File: src/rtl/fhm_pkg.sv
// Shared types and constants for the FIFO handoff mutex.
package fhm_pkg;

  localparam int QUEUE_DEPTH_DEF = 16;
  localparam int ID_WIDTH_DEF    = 8;
  localparam int OUT_ID_W        = 8;
  localparam int STATUS_W        = 3;

  typedef enum logic [STATUS_W-1:0] {
    ST_GRANTED  = 3'd0,
    ST_QUEUED   = 3'd1,
    ST_DROPPED  = 3'd2,
    ST_REJECTED = 3'd3,
    ST_RELEASED = 3'd4,
    ST_HANDOFF  = 3'd5
  } fhm_status_t;

  typedef enum logic {
    MODE_LOCK   = 1'b0,
    MODE_UNLOCK = 1'b1
  } fhm_mode_t;

  // Queue command broadcast to every cell of the wait chain.
  typedef struct packed {
    logic push;
    logic pop;
  } fhm_qctl_t;

endpackage

File: src/rtl/fhm_ifs.sv
// Request and result channel interfaces of the FIFO handoff mutex.
interface fhm_req_if #(
  parameter int ID_W = fhm_pkg::ID_WIDTH_DEF
);
  logic            valid;
  logic            ready;
  logic            mode;
  logic [ID_W-1:0] requester_id;

  modport source (output valid, output mode, output requester_id, input ready);
  modport sink   (input valid, input mode, input requester_id, output ready);
endinterface

interface fhm_rsp_if;
  import fhm_pkg::*;
  logic                valid;
  logic                ready;
  logic [STATUS_W-1:0] status;
  logic [OUT_ID_W-1:0] woken_id;
  logic                is_locked;
  logic [OUT_ID_W-1:0] holder_id;

  modport source (output valid, output status, output woken_id, output is_locked,
                  output holder_id, input ready);
  modport sink   (input valid, input status, input woken_id, input is_locked,
                  input holder_id, output ready);
endinterface

File: src/rtl/fhm_cell.sv
// One slot of the wait chain: holds a waiter id and shifts toward the head.
module fhm_cell #(
  parameter int ID_W = fhm_pkg::ID_WIDTH_DEF
) (
  input  logic              clk,
  input  logic              rst_n,
  input  fhm_pkg::fhm_qctl_t ctl,
  input  logic [ID_W-1:0]   push_id,
  input  logic              prev_valid,
  input  logic              next_valid,
  input  logic [ID_W-1:0]   next_id,
  output logic              valid_o,
  output logic [ID_W-1:0]   id_o
);
  import fhm_pkg::*;

  logic            valid_r, valid_nxt;
  logic [ID_W-1:0] id_r, id_nxt;

  always_comb begin
    valid_nxt = valid_r;
    id_nxt    = id_r;
    if (ctl.pop) begin
      // advance: take the neighbor behind us
      valid_nxt = next_valid;
      id_nxt    = next_id;
    end else if (ctl.push && prev_valid && !valid_r) begin
      // first free slot takes the new waiter
      valid_nxt = 1'b1;
      id_nxt    = push_id;
    end
  end

  always_ff @(posedge clk) begin
    if (!rst_n) begin
      valid_r <= 1'b0;
    end else begin
      valid_r <= valid_nxt;
    end
  end

  always_ff @(posedge clk) begin
    id_r <= id_nxt;
  end

  assign valid_o = valid_r;
  assign id_o    = id_r;
endmodule

File: src/rtl/fhm_wait_queue.sv
// Wait queue built as a shifting chain of cells, oldest waiter in cell zero.
module fhm_wait_queue #(
  parameter int QUEUE_DEPTH = fhm_pkg::QUEUE_DEPTH_DEF,
  parameter int ID_W        = fhm_pkg::ID_WIDTH_DEF
) (
  input  logic              clk,
  input  logic              rst_n,
  input  fhm_pkg::fhm_qctl_t ctl,
  input  logic [ID_W-1:0]   push_id,
  output logic              full,
  output logic              head_valid,
  output logic [ID_W-1:0]   head_id
);
  import fhm_pkg::*;

  logic [QUEUE_DEPTH-1:0] valid;
  logic [ID_W-1:0]        ids [QUEUE_DEPTH];

  for (genvar i = 0; i < QUEUE_DEPTH; i++) begin : g_cell
    logic            prev_v;
    logic            next_v;
    logic [ID_W-1:0] next_d;

    if (i == 0) begin : g_first
      assign prev_v = 1'b1;
    end else begin : g_mid
      assign prev_v = valid[i-1];
    end

    if (i == QUEUE_DEPTH - 1) begin : g_last
      assign next_v = 1'b0;
      assign next_d = ids[i];
    end else begin : g_inner
      assign next_v = valid[i+1];
      assign next_d = ids[i+1];
    end

    fhm_cell #(.ID_W(ID_W)) u_cell (
      .clk        (clk),
      .rst_n      (rst_n),
      .ctl        (ctl),
      .push_id    (push_id),
      .prev_valid (prev_v),
      .next_valid (next_v),
      .next_id    (next_d),
      .valid_o    (valid[i]),
      .id_o       (ids[i])
    );
  end

  assign full       = valid[QUEUE_DEPTH-1];
  assign head_valid = valid[0];
  assign head_id    = ids[0];
endmodule

File: src/rtl/fhm_ctrl.sv
// Ownership register and per-request decision logic of the mutex.
module fhm_ctrl #(
  parameter int ID_W = fhm_pkg::ID_WIDTH_DEF
) (
  input  logic                          clk,
  input  logic                          rst_n,
  input  logic                          accept,
  input  logic                          mode,
  input  logic [ID_W-1:0]               req_id,
  input  logic                          q_full,
  input  logic                          q_head_valid,
  input  logic [ID_W-1:0]               q_head_id,
  output fhm_pkg::fhm_qctl_t            qctl,
  output fhm_pkg::fhm_status_t          status,
  output logic [ID_W-1:0]               woken,
  output logic                          held_after,
  output logic [ID_W-1:0]               owner_after
);
  import fhm_pkg::*;

  logic            held_r, held_nxt;
  logic [ID_W-1:0] owner_r, owner_nxt;

  always_comb begin
    held_nxt  = held_r;
    owner_nxt = owner_r;
    qctl      = '0;
    woken     = '0;
    if (mode == MODE_LOCK) begin
      if (!held_r) begin
        held_nxt  = 1'b1;
        owner_nxt = req_id;
        status    = ST_GRANTED;
      end else if (q_full) begin
        status    = ST_DROPPED;
      end else begin
        qctl.push = accept;
        status    = ST_QUEUED;
      end
    end else begin
      if (!held_r || owner_r != req_id) begin
        status    = ST_REJECTED;
      end else if (q_head_valid) begin
        qctl.pop  = accept;
        woken     = q_head_id;
        owner_nxt = q_head_id;
        status    = ST_HANDOFF;
      end else begin
        held_nxt  = 1'b0;
        owner_nxt = '0;
        status    = ST_RELEASED;
      end
    end
  end

  assign held_after  = held_nxt;
  assign owner_after = held_nxt ? owner_nxt : '0;

  always_ff @(posedge clk) begin
    if (!rst_n) begin
      held_r  <= 1'b0;
      owner_r <= '0;
    end else if (accept) begin
      held_r  <= held_nxt;
      owner_r <= owner_nxt;
    end
  end
endmodule

File: src/rtl/fifo_handoff_mutex.sv
// Top level of the FIFO handoff mutex: request decoding, wait chain and result register.
// A hardware mutex with a first-in first-out queue of waiters. Each request on
// in_req is a lock (mode 0) or an unlock (mode 1) tagged with a requester id and
// yields exactly one result on out_rsp. A lock on a free mutex is granted at once;
// a lock on a held mutex joins the wait queue, or is dropped when QUEUE_DEPTH
// waiters already wait. Only the owner may unlock: its unlock hands ownership to
// the oldest waiter, or frees the mutex when no one waits. A repeated lock by the
// owner is queued like any other. The block takes one request per clock cycle;
// the result is written into the output register in the cycle after the request is
// accepted, and a new request is taken whenever that register is empty or is
// being drained in the same cycle. The wait queue is a row of QUEUE_DEPTH cells
// that shifts one place toward the head on every handoff. No clearing pass is
// needed after reset.
module fifo_handoff_mutex #(
  parameter int QUEUE_DEPTH = fhm_pkg::QUEUE_DEPTH_DEF,
  parameter int ID_WIDTH    = fhm_pkg::ID_WIDTH_DEF
) (
  input logic         clk,
  input logic         rst_n,
  fhm_req_if.sink     in_req,
  fhm_rsp_if.source   out_rsp
);
  import fhm_pkg::*;

  logic            accept;
  fhm_qctl_t       qctl;
  logic            q_full;
  logic            q_head_valid;
  logic [ID_WIDTH-1:0] q_head_id;

  fhm_status_t     status;
  logic [ID_WIDTH-1:0] woken;
  logic            held_after;
  logic [ID_WIDTH-1:0] owner_after;

  // Result register
  logic                out_valid_r, out_valid_nxt;
  logic [STATUS_W-1:0] status_r;
  logic [OUT_ID_W-1:0] woken_r;
  logic                locked_r;
  logic [OUT_ID_W-1:0] holder_r;

  // Fit ids to the fixed result width: zero-extend, then keep the low bits.
  logic [ID_WIDTH+OUT_ID_W-1:0] woken_ext;
  logic [ID_WIDTH+OUT_ID_W-1:0] holder_ext;

  // Take a request whenever the result slot is free or drains this cycle.
  assign in_req.ready = !out_valid_r || out_rsp.ready;
  assign accept       = in_req.valid && in_req.ready;

  fhm_ctrl #(.ID_W(ID_WIDTH)) u_ctrl (
    .clk          (clk),
    .rst_n        (rst_n),
    .accept       (accept),
    .mode         (in_req.mode),
    .req_id       (in_req.requester_id),
    .q_full       (q_full),
    .q_head_valid (q_head_valid),
    .q_head_id    (q_head_id),
    .qctl         (qctl),
    .status       (status),
    .woken        (woken),
    .held_after   (held_after),
    .owner_after  (owner_after)
  );

  fhm_wait_queue #(
    .QUEUE_DEPTH (QUEUE_DEPTH),
    .ID_W        (ID_WIDTH)
  ) u_queue (
    .clk        (clk),
    .rst_n      (rst_n),
    .ctl        (qctl),
    .push_id    (in_req.requester_id),
    .full       (q_full),
    .head_valid (q_head_valid),
    .head_id    (q_head_id)
  );

  assign woken_ext  = {{OUT_ID_W{1'b0}}, woken};
  assign holder_ext = {{OUT_ID_W{1'b0}}, owner_after};

  always_comb begin
    out_valid_nxt = out_valid_r;
    if (accept) begin
      out_valid_nxt = 1'b1;
    end else if (out_rsp.ready) begin
      // drop the result once taken
      out_valid_nxt = 1'b0;
    end
  end

  always_ff @(posedge clk) begin
    if (!rst_n) begin
      out_valid_r <= 1'b0;
    end else begin
      out_valid_r <= out_valid_nxt;
    end
  end

  // Hold the payload until a new request replaces it.
  always_ff @(posedge clk) begin
    if (accept) begin
      status_r <= status;
      woken_r  <= woken_ext[OUT_ID_W-1:0];
      locked_r <= held_after;
      holder_r <= holder_ext[OUT_ID_W-1:0];
    end
  end

  assign out_rsp.valid     = out_valid_r;
  assign out_rsp.status    = status_r;
  assign out_rsp.woken_id  = woken_r;
  assign out_rsp.is_locked = locked_r;
  assign out_rsp.holder_id = holder_r;
endmodule

File: src/flat_wrapper.sv
// flat-port wrapper written by rule: the top's interface ports become plain ports
module fifo_handoff_mutex_flat import fhm_pkg::*;
#(
  parameter int QUEUE_DEPTH = fhm_pkg::QUEUE_DEPTH_DEF,
  parameter int ID_WIDTH    = fhm_pkg::ID_WIDTH_DEF
)
  (clk, rst_n, in_req_valid, in_req_mode, in_req_requester_id, in_req_ready, out_rsp_valid, out_rsp_status, out_rsp_woken_id, out_rsp_is_locked, out_rsp_holder_id, out_rsp_ready);
  fhm_req_if #(.ID_W((ID_WIDTH_DEF))) in_req_i ();
  fhm_rsp_if out_rsp_i ();
  input logic clk;
  input logic rst_n;
  input wire logic [$bits(in_req_i.valid)-1:0] in_req_valid;
  input wire logic [$bits(in_req_i.mode)-1:0] in_req_mode;
  input wire logic [$bits(in_req_i.requester_id)-1:0] in_req_requester_id;
  output wire logic [$bits(in_req_i.ready)-1:0] in_req_ready;
  output wire logic [$bits(out_rsp_i.valid)-1:0] out_rsp_valid;
  output wire logic [$bits(out_rsp_i.status)-1:0] out_rsp_status;
  output wire logic [$bits(out_rsp_i.woken_id)-1:0] out_rsp_woken_id;
  output wire logic [$bits(out_rsp_i.is_locked)-1:0] out_rsp_is_locked;
  output wire logic [$bits(out_rsp_i.holder_id)-1:0] out_rsp_holder_id;
  input wire logic [$bits(out_rsp_i.ready)-1:0] out_rsp_ready;
  assign in_req_i.valid = in_req_valid;
  assign in_req_i.mode = in_req_mode;
  assign in_req_i.requester_id = in_req_requester_id;
  assign in_req_ready = in_req_i.ready;
  assign out_rsp_valid = out_rsp_i.valid;
  assign out_rsp_status = out_rsp_i.status;
  assign out_rsp_woken_id = out_rsp_i.woken_id;
  assign out_rsp_is_locked = out_rsp_i.is_locked;
  assign out_rsp_holder_id = out_rsp_i.holder_id;
  assign out_rsp_i.ready = out_rsp_ready;
  fifo_handoff_mutex #(.QUEUE_DEPTH(QUEUE_DEPTH), .ID_WIDTH(ID_WIDTH)) u_core (.clk(clk), .rst_n(rst_n), .in_req(in_req_i), .out_rsp(out_rsp_i));
endmodule
File: config.mk
export PLATFORM = sky130hd
export DESIGN_NAME = fifo_handoff_mutex_flat
export DESIGN_NICKNAME = d
export VERILOG_FILES = /design/src/rtl/fhm_pkg.sv /design/src/rtl/fhm_ifs.sv /design/src/rtl/fhm_cell.sv /design/src/rtl/fhm_wait_queue.sv /design/src/rtl/fhm_ctrl.sv /design/src/rtl/fifo_handoff_mutex.sv /design/src/flat_wrapper.sv
export SDC_FILE = /design/constraint.sdc
export NUM_CORES = 1
export LEC_CHECK = 0
export BUFFER_PORTS_ARGS = -buffer_cell sky130_fd_sc_hd__buf_2
export CORE_ASPECT_RATIO = 1.25
export CORE_UTILIZATION = 30
export DETAILED_ROUTE_END_ITERATION = 16
export GPL_TIMING_DRIVEN = 1
export PLACE_DENSITY = 0.5
export SLEW_MARGIN = 20
export SYNTH_ARGS = -nofsm -noshare
export SYNTH_HDL_FRONTEND = slang
export SYNTH_SLANG_ARGS = --single-unit
File: constraint.sdc
create_clock -name clk -period 2.4 [get_ports clk]
set_input_delay 0.48 -clock clk [delete_from_list [all_inputs] [get_ports clk]]
set_output_delay 0.48 -clock clk [all_outputs]
set_load 0.02 [all_outputs]
; Word level (Yosys, flattened, before mapping)
; Index checks and enable logic that the tools add are counted.
[word_totals]
reg_bits = 174
latchBits = 0
ram_bits = 0
romBits = 0
in_bits = 13
out_inout_bits = 22
word_cells = 194
mem_count = 0
[op_classes]
add_sub_neg = 0
mul = 0
div_mod_pow = 0
magnitude_cmp = 0
n_eq_ne = 1
shifts = 0
muxes = 80
bitwise = 3
n_reduce_logical = 71
[ops]
columns = op, n
row1 = two-way mux 8 bit, 34
row2 = two-way mux 1 bit, 42
row3 = logical AND 1 bit, 32
row4 = nonzero test 2 bit, 16
row5 = zero test 1 bit, 18
row6 = two-way mux 3 bit, 3
row7 = inequality test 8 bit, 1
row8 = OR reduction 2 bit, 2
row9 = NOT 1 bit, 3
row10 = logical OR 1 bit, 2
row11 = two-way mux 2 bit, 1
row12 = AND reduction 2 bit, 1

; Longest topological paths before layout
; Gate-level depths: netlist of the first run.
[logic_depth]
word_depth = 10
depth_mapped = 9
ltp_nobuf = 4

; Hierarchy
; Synthesis of the first run repeated with hierarchy kept, for this count alone.
[hier_totals]
hier_cells = 528
area_unflattened_um2 = 7970.1
[modules_own_cells]
columns = mod, n_inst, cells_each, area_per_inst_um2, seq_area_each_um2
row1 = fhm_cell, 16, 24, 399.1, 260.2
row2 = fhm_ctrl, 1, 117, 918.4, 180.2
row3 = fifo_handoff_mutex, 1, 25, 658.1, 620.6
row4 = fhm_wait_queue, 1, 2, 7.5, 0.0

; Worst setup path before layout of the first run
; Ideal clock, no wire load.
[synth_timing]
kind = input to register
startpoint = input port in_req_mode
endpoint = register u_core.u_queue.g_cell[10].u_cell.id_r[0], enable pin
setup_ps = 387
t_arrival_ps = 2172
t_required_ps = 2013
setup_slack_ps = -158
stages = 5
n_path_buf = 2
cell_sequence = nor3b_2 -> clkbuf_1 -> nand2_1 -> clkbuf_1 -> o31ai_1
[synth_via]
elab_chain_len = 4
elab_cells_between_ends = 5
cone_classes = mux: 2 / reduce/logical: 3
[synth_rtl]
columns = item, line_no
row1 = start: declaration, flat_wrapper.sv:13  ; input wire logic [$bits(in_req_i.mode)-1:0] in_req_mode;
row2 = two-way mux 1 bit, fhm_ctrl.sv:29  ; if (mode == MODE_LOCK) begin
row3 = logical AND 1 bit (2 in series), fhm_cell.sv:27  ; end else if (ctl.push && prev_valid && !valid_r) begin
row4 = nonzero test 2 bit (no source line) *, -
row5 = end signal: assignment, fhm_cell.sv:43  ; id_r <= id_nxt;
row6 = end: declaration, fhm_cell.sv:18  ; logic [ID_W-1:0] id_r, id_nxt;
; Every way passes the cells marked *; elsewhere a longest branch is shown, timed or not.
; A chain may end at the register's enable or synchronous reset.

; Final worst setup path of the first run
[layout_timing]
startpoint = register u_core.u_ctrl.owner_r[0]
endpoint = register u_core.u_queue.g_cell[10].u_cell.id_r[1], enable pin
[layout_via]
elab_chain_len = 5
[layout_rtl]
columns = item, line_no
row1 = start: declaration, fhm_ctrl.sv:22  ; logic [ID_W-1:0] owner_r, owner_nxt;
row2 = start signal: assignment, fhm_ctrl.sv:65  ; owner_r <= owner_nxt;
row3 = inequality test 8 bit, fhm_ctrl.sv:41  ; if (!held_r || owner_r != req_id) begin
row4 = logical OR 1 bit, fhm_ctrl.sv:41
row5 = two-way mux 1 bit, fhm_ctrl.sv:41
row6 = two-way mux 1 bit, fhm_ctrl.sv:29
row7 = nonzero test 2 bit (no source line), -
; No other way between the ends.

==> out/qor.txt, run 1 <==
Storage cell area - 4960 sq um
RR Endpoint - u_core.u_queue.g_cell[10].u_cell.id_o[1]$_DFFE_PP_
Remaining Overflow, GRT - 0
number of vias per cell - 5.14
Slew Limit Headroom - 59.2%
simple-gate share of the synthesized area - 3.63%
CTS Root Buffer Type - clkbuf_16
vias - 4,865
Syn Std Cell Area - 7490 sq um
DRC viols - 0
All-Layer GR Usage - 14.9%
synth warn - 0
Largest stage delay, worst path - 0.38 ns
multi-input logic area - 2160 sq um
die width - 143 um
worst-margin pin slew - 0.611 ns
fmax - 476 MHz
vias in the first global route - 5,025
Setup CP Type - reg2reg
Yosys reg bits - 174
main combinational cell family by area after synthesis - compound AO/OA/AOI/OAI gates
Antenna diodes - 0
final non-filler cell area - 9040 sq um
post-route minimum period - 2.10 ns
core region area - 24,500 sq um
post-synthesis adder-cell area fraction - 0%
Seq/Total Area, Yosys - 66.3%
Resized cells post-CTS - 0
row cnt - 64
CP top delay family - buffers and inverters
Worst-Skew Late Latency - 0.42 ns
gpl congestion - 0.851
die area - 25,600 sq um
Setup crit start kind - flop
total CTS buffers - 17
Layout Nets - 617
WP data arrival - 2.24 ns
1st-pass router iterations - 7
RSZ-0062 raised after global routing - no
WHS Endpoint - u_core.u_queue.g_cell[15].u_cell.id_o[7]$_DFFE_PP_
Synth Area in Compound Gates - 24.2%
# Max-Cap Violations - 0
Hold Path Class - in2reg
Detail Placement HPWL - 11,600 um
CP bufs+invs - 3
layout cell share with drive strength beyond 1 - 21.4%
critical path peak fanout - 25
hold path startpoint - in_req_requester_id[7]
final setup fails - 0
critical path endpoint category - flop
DR WL/cell - 18.7 um
Max clock buf depth - 2
Clock transition at path regs - 0.07 ns
Leakage - 3.77 nW
CP dominant cell by count - buf_12
post-synthesis mux area share - 0%
H-tree depth - 4
Post-DP Area - 8460 sq um
Synth cell types - 33
Max Slew Vio Count - 0
post-synthesis net count - 563
Hold Crit Depth - 1
Final Hold Viols - 0
reg2reg path depth - 7
Antenna Nets Post-Route - 0
clock skew - 0.00971 ns
Final Cycle Share - 87.6%
XOR/XNOR share of the synthesized area - 0.936%
number of hold buffers added after cts - 0
Routed WL - 17,700 um
Hold Slack - 0.306 ns
# Post-CTS Setup Buffers - 0
final worst slack - 0.297 ns
IO Pins - 35
setup TNS - 0 ns
worst path cell trace - xor2_1 > nor4_4 > buf_12 > nand4_1 > buf_4 > o31ai_1 > buf_12
first-pass GRT wire length - 28,200 um
clock sinks - 174
CTS tree - built
status - finished clean
pre-CTS setup slack - 0.0738 ns
die height - 179 um
r2r startpoint - u_core.u_ctrl.owner_r[0]$_SDFFE_PN0N_
VDD IR max - 0.459 mV
Iter 0 DRT Violations - 411
total power per unit cell area - 721 nW/um^2
Initial Util - 30.6%
Worst path slowest cell - nor4_4
Worst R2R Setup Slack - 0.30 ns
cell count after synthesis - 550
largest net degree at the start of global routing - 40
Critical Path RT - 2.54 ns
Post-Syn Area per Cell - 13.6 sq um
I/O Buffers - 34
initial antenna violation count - 0
fill count - 2,383
Area growth, synth to finish - 20.8%
worst max path at each step:
| stage | from | slack, ns | to | cells after the start |
|---|---|---|---|---|
| after global placement | in_req_requester_id[0] | 0.07 | u_core.u_queue.g_cell[11].u_cell.id_o[7]$_DFFE_PP_ | 8 |
| final | u_core.u_ctrl.owner_r[0]$_SDFFE_PN0N_ | 0.30 | u_core.u_queue.g_cell[10].u_cell.id_o[1]$_DFFE_PP_ | 7 |
| after global routing | u_core.u_ctrl.held_r$_SDFFE_PN0N_ | 0.16 | u_core.u_queue.g_cell[10].u_cell.id_o[5]$_DFFE_PP_ | 4 |
| after detailed placement | in_req_requester_id[0] | 0.07 | u_core.u_queue.g_cell[11].u_cell.id_o[2]$_DFFE_PP_ | 8 |
| after floorplan | in_req_mode | -0.16 | u_core.u_queue.g_cell[10].u_cell.id_o[0]$_DFFE_PP_ | 5 |
| after CTS | u_core.u_ctrl.owner_r[0]$_SDFFE_PN0N_ | 0.29 | u_core.u_queue.g_cell[9].u_cell.id_o[0]$_DFFE_PP_ | 7 |
state kept, by name, summed over array words and instances, names as in the netlist:
name / cells
u_core.u_ctrl.owner_r: 8
u_core.u_queue.g_cell.u_cell.id_o: 128
u_core.out_rsp.woken_id: 8
u_core.u_queue.g_cell.u_cell.valid_o: 16
u_core.out_rsp.valid: 1
u_core.out_rsp.status: 3
u_core.out_rsp.holder_id: 8
u_core.u_ctrl.held_r: 1
u_core.out_rsp.is_locked: 1
cell type report:
class | count | share of cell area [%]
Clock buffer | 17 | 4.70
Tap cell | 330 | 4.57
Timing Repair Buffer | 89 | 8.80
Inverter | 33 | 1.37
Multi-Input combinational cell | 289 | 23.9
Clock inverter | 15 | 1.76
Sequential cell | 174 | 54.9
metal layers:
layer  wire, um  track usage (%)  vias to the layer above  part of all wire, %
met4        394             5.85                        0                  2.2
li1           -                -                     2247                    -
met3        877             3.41                       24                  4.9
met5          0                0                        -                    0
met2       8800             24.5                      145                   50
met1       7650             18.8                     2449                   43
placed cells by master (no fill, tap or decap), drive strengths merged:
cell and instances:
o21a 1, nor2b 1, clkbuf 17, nand2 13, nor4 1, edfxtp 148
a211oi 14, and2 10, a32o 8, a22oi 8, inv 39, o31ai 12
a41o 14, o21ai 19, a31oi 8, o221a 1, dfxtp 26, bufinv 2
a41oi 24, buf 89, and4 1, a31o 1, nand2b 1, clkinv 5
and3 3, xor2 8, a21o 120, a21oi 4, clkinvlp 2, nor3 3
nand4 9, nor3b 1, nor2 4
per-stage QoR:
stage | instances | power (mW) | util [%]
CTS | 947 | 6.60 | 36.9
global route | 947 | 6.77 | 36.9
global placement | 915 | 3.84 | 34.5
finish | 947 | 6.52 | 36.9
detailed placement | 915 | 3.85 | 34.5
floorplan | 550 | 3.68 | -
synthesized netlist by cell type:
library cell,instances,area (sq um)
nand2_1,13,48.8
o21a_1,1,7.51
a22oi_1,8,60.1
xor2_1,8,70.1
a32o_1,8,80.1
a41oi_1,20,175
nor4_4,1,21.3
nand2b_1,1,6.26
buf_4,6,45.0
o31ai_1,12,90.1
nor3_1,3,15.0
dfxtp_1,26,521
a41o_1,14,140
o221a_2,1,11.3
a31oi_1,8,50.1
nor2b_1,1,6.26
a211oi_1,14,105
nor3b_2,1,12.5
and2_1,10,62.6
a41oi_2,4,65.1
nor2_1,4,15.0
edfxtp_1,148,4440
clkbuf_1,27,101
buf_1,2,7.51
a31o_2,1,8.76
nand4_1,9,56.3
buf_2,19,95.1
o21ai_0,19,95.1
and4_1,1,8.76
a21oi_1,4,20.0
inv_1,33,124
a21o_1,120,901
and3_1,3,18.8
where the power goes:
| part | switching, mW | total (mW) | internal [mW] |
|---|---|---|---|
| combinational | 0.283 | 0.452 | 0.169 |
| clock | 1.18 | 2.73 | 1.55 |
| sequential | 0.0164 | 3.33 | 3.31 |
logic make-up after synthesis:
| kind of cell | count (synthesis) |
|---|---|
| AO/OA/AOI/OAI | 234 |
| XOR/XNOR | 8 |
| buffers and inverters | 87 |
| flip-flops | 174 |
| AND/OR/NAND/NOR | 47 |
Note: power is estimated with default switching activity, not from simulation.
==> run 2: changes to the inputs <==
Settings changed: CELL_PAD_IN_SITES_DETAIL_PLACEMENT set to 1, CELL_PAD_IN_SITES_GLOBAL_PLACEMENT set to 1, PLACE_DENSITY 0.5 to 0.56, SYNTH_HIERARCHICAL set to 1.
==> out/qor.txt, run 2 <==
status - finished clean
Synth top area share - 55.8%
Remaining Overflow, GRT - 0
max FFs per register - 128
CP bufs+invs - 1
WHS Endpoint - u_core/out_rsp.valid$_SDFFE_PN0P_
All-Layer GR Usage - 13.6%
CTS tree - built
NetSw - 1.62 mW
first-pass GRT wire length - 27,500 um
DRC viols - 0
Critical Path RT - 2.58 ns
r2r startpoint - u_core/u_ctrl/owner_r[5]$_SDFFE_PN0P_
most frequent cells in the layout - edfxtp_1, mux2_2, buf_2, inv_1, buf_4
row cnt - 66
Sw Share - 24.7%
VDD IR max - 0.377 mV
Synth area leader - edfxtp_1
setup TNS - 0 ns
Layout Nets - 599
synth warn - 6
Iter 0 DRT Violations - 184
Final Cycle Share - 95.8%
gpl congestion - 0.762
Seq/Total Area, Yosys - 62.3%
Post-Syn Area per Cell - 15.1 sq um
Antenna Nets Post-Route - 0
critical path endpoint category - flop
initial antenna violation count - 0
Syn Std Cell Area - 7970 sq um
final setup fails - 0
Leakage - 3.17 nW
Worst path slowest cell - mux2_2
layout cell share with drive strength beyond 1 - 45.9%
critical path peak fanout - 20
die area - 27,200 sq um
reg2reg path depth - 6
worst-margin pin slew - 0.581 ns
number of vias per cell - 4.78
Placed Cells - 907
RR Endpoint - u_core/u_queue/g_cell[0].u_cell/id_o[5]$_DFFE_PP_
worst path cell trace - xnor2_1 > nand4_1 > nor4_2 > and3_4 > buf_4 > mux2_2
die height - 184 um
vias in the first global route - 4,807
Synth Area in Compound Gates - 7.72%
die width - 148 um
Setup CP Type - reg2reg
Finished Layout Cells - 939
DR WL/cell - 18.6 um
post-synthesis mux area share - 20.1%
Max Slew Vio Count - 0
combinational share of power - 6.6%
post-route minimum period - 2.30 ns
largest cells by area after synthesis - edfxtp_1, mux2_2, dfxtp_1, a221oi_2, buf_6
Hold Slack - 0.302 ns
post-synthesis net count - 541
Detail Placement HPWL - 11,900 um
fmax - 435 MHz
total power per unit cell area - 700 nW/um^2
count leader, synth - edfxtp_1
I/O Buffers - 34
Worst R2R Setup Slack - 0.10 ns
hold path startpoint - in_req_valid
main combinational cell family by area after synthesis - multiplexers
simple-gate share of the synthesized area - 4.19%
RSZ-0062 raised after global routing - yes
Max clock buf depth - 2
cell count after synthesis - 528
IO Pins - 35
clock network power share - 42.5%
Worst-Skew Late Latency - 0.44 ns
Yosys reg bits - 174
clock sinks - 174
final worst slack - 0.101 ns
Setup crit start kind - flop
H-tree depth - 4
Area growth, synth to finish - 17.3%
Initial Util - 30.5%
core region area - 26,100 sq um
clock skew - 0.0134 ns
Antenna diodes - 0
Slew Limit Headroom - 61.3%
Synth Flop Type - edfxtp_1
CP top delay family - simple AND/OR/NAND/NOR gates
Synth cell types - 40
WP data arrival - 2.48 ns
Hold Path Class - in2reg
Clock transition at path regs - 0.07 ns
Routed WL - 17,500 um
Internal - 4.93 mW
vias - 4,487
1st-pass router iterations - 4
Post-synth EDFFs - 148
Post-synth ARST share - 0%
largest net degree at the start of global routing - 47
Hold Crit Depth - 3
total CTS buffers - 17
pre-CTS setup slack - -0.205 ns
most common cell after layout, fill and taps aside - edfxtp_1
Overall Power - 6.54 mW
fill count - 2,718
CTS Root Buffer Type - clkbuf_16
post-synthesis adder-cell area fraction - 0%
XOR/XNOR share of the synthesized area - 0.879%
# Max-Cap Violations - 0
most common library cells after synthesis - edfxtp_1, mux2_2, inv_1
Final Hold Viols - 0
Largest stage delay, worst path - 0.38 ns
sequential power share - 50.9%
run 2: cell types whose count changed after synthesis, moves of 16 or more:
cell      change
clkbuf_1     -19
a21o_1      -120
nor2_1       +22
buf_2        -17
buf_6        +18
a41oi_1      -20
o21bai_1     +16
o21ai_0      -16
mux2_2      +135
a221oi_2     +16
run 2: worst reg2reg max path: stages (launching register included):
cell and delay, ns:
dfxtp_1 0.33, xnor2_1 0.20, nand4_1 0.15, nor4_2 0.35
and3_4 0.33, buf_4 0.30, mux2_2 0.39
run 2: area by class of cell:
cell class                 count  area [sq um]  share of cell area (%)
clock inverter                15           194                    2.07
tap                          340           425                    4.55
sequential                   174          4960                    53.1
multi-input combinational    290          2720                    29.1
timing repair buffer          68           488                    5.22
inverter                      35           131                    1.41
clock buffer                  17           425                    4.55
run 2: worst max-delay path by stage:
stage                                           from                                                 to  slack [ns]  depth (start not counted)
6_report       u_core/u_ctrl/owner_r[5]$_SDFFE_PN0P_  u_core/u_queue/g_cell[0].u_cell/id_o[5]$_DFFE_PP_        0.10                          6
5_1_grt        u_core/u_ctrl/owner_r[5]$_SDFFE_PN0P_  u_core/u_queue/g_cell[3].u_cell/id_o[5]$_DFFE_PP_      -0.003                          6
4_1_cts        u_core/u_ctrl/owner_r[5]$_SDFFE_PN0P_  u_core/u_queue/g_cell[0].u_cell/id_o[5]$_DFFE_PP_        0.05                          6
3_5_place_dp                  in_req_requester_id[5]  u_core/u_queue/g_cell[0].u_cell/id_o[5]$_DFFE_PP_       -0.20                          7
3_3_place_gp                  in_req_requester_id[5]  u_core/u_queue/g_cell[2].u_cell/id_o[5]$_DFFE_PP_       -0.20                          7
2_1_floorplan                          out_rsp_ready  u_core/u_queue/g_cell[0].u_cell/id_o[0]$_DFFE_PP_       -0.08                          7
run 2: logic make-up after synthesis:
| group | after synthesis |
|---|---|
| other | 2 |
| buffers and inverters | 64 |
| xor gates and xnor gates | 8 |
| DFF | 174 |
| AOI/OAI and AO/OA | 64 |
| muxes | 143 |
| and+or+nand+nor | 73 |
run 2: per-stage QoR:
stage	utilization, %	area (sq um)
after floorplan	-	8070
after global placement	33.4	8720
after detailed placement	33.4	8720
after CTS	35.8	9340
after global routing	35.8	9350
final	35.8	9350
run 2: metal layers:
metal / wire (um) / up-vias / global-route usage, %
met5: 0 / - / 0
met4: 386 / 0 / 5.57
met3: 369 / 21 / 2.92
met2: 9000 / 57 / 23.9
met1: 7730 / 2282 / 15.9
li1: - / 2127 / -
run 2: power groups by stage:
stage | clock network [mW] | logic [mW] | registers (mW)
final | 2.78 | 0.430 | 3.33
after global routing | 2.97 | 0.466 | 3.33
after CTS | 2.87 | 0.439 | 3.33
after detailed placement | 0 | 0.435 | 3.40
after global placement | 0 | 0.428 | 3.40
after floorplan | 0 | 0.229 | 3.43
run 2: repair_timing:
item                                    CTS  global route
endpoints found under the setup margin    0             3
buffers inserted                          0             0
resized for setup                         0             1
hold buffers                              0             0
endpoints found under the hold margin     0             0
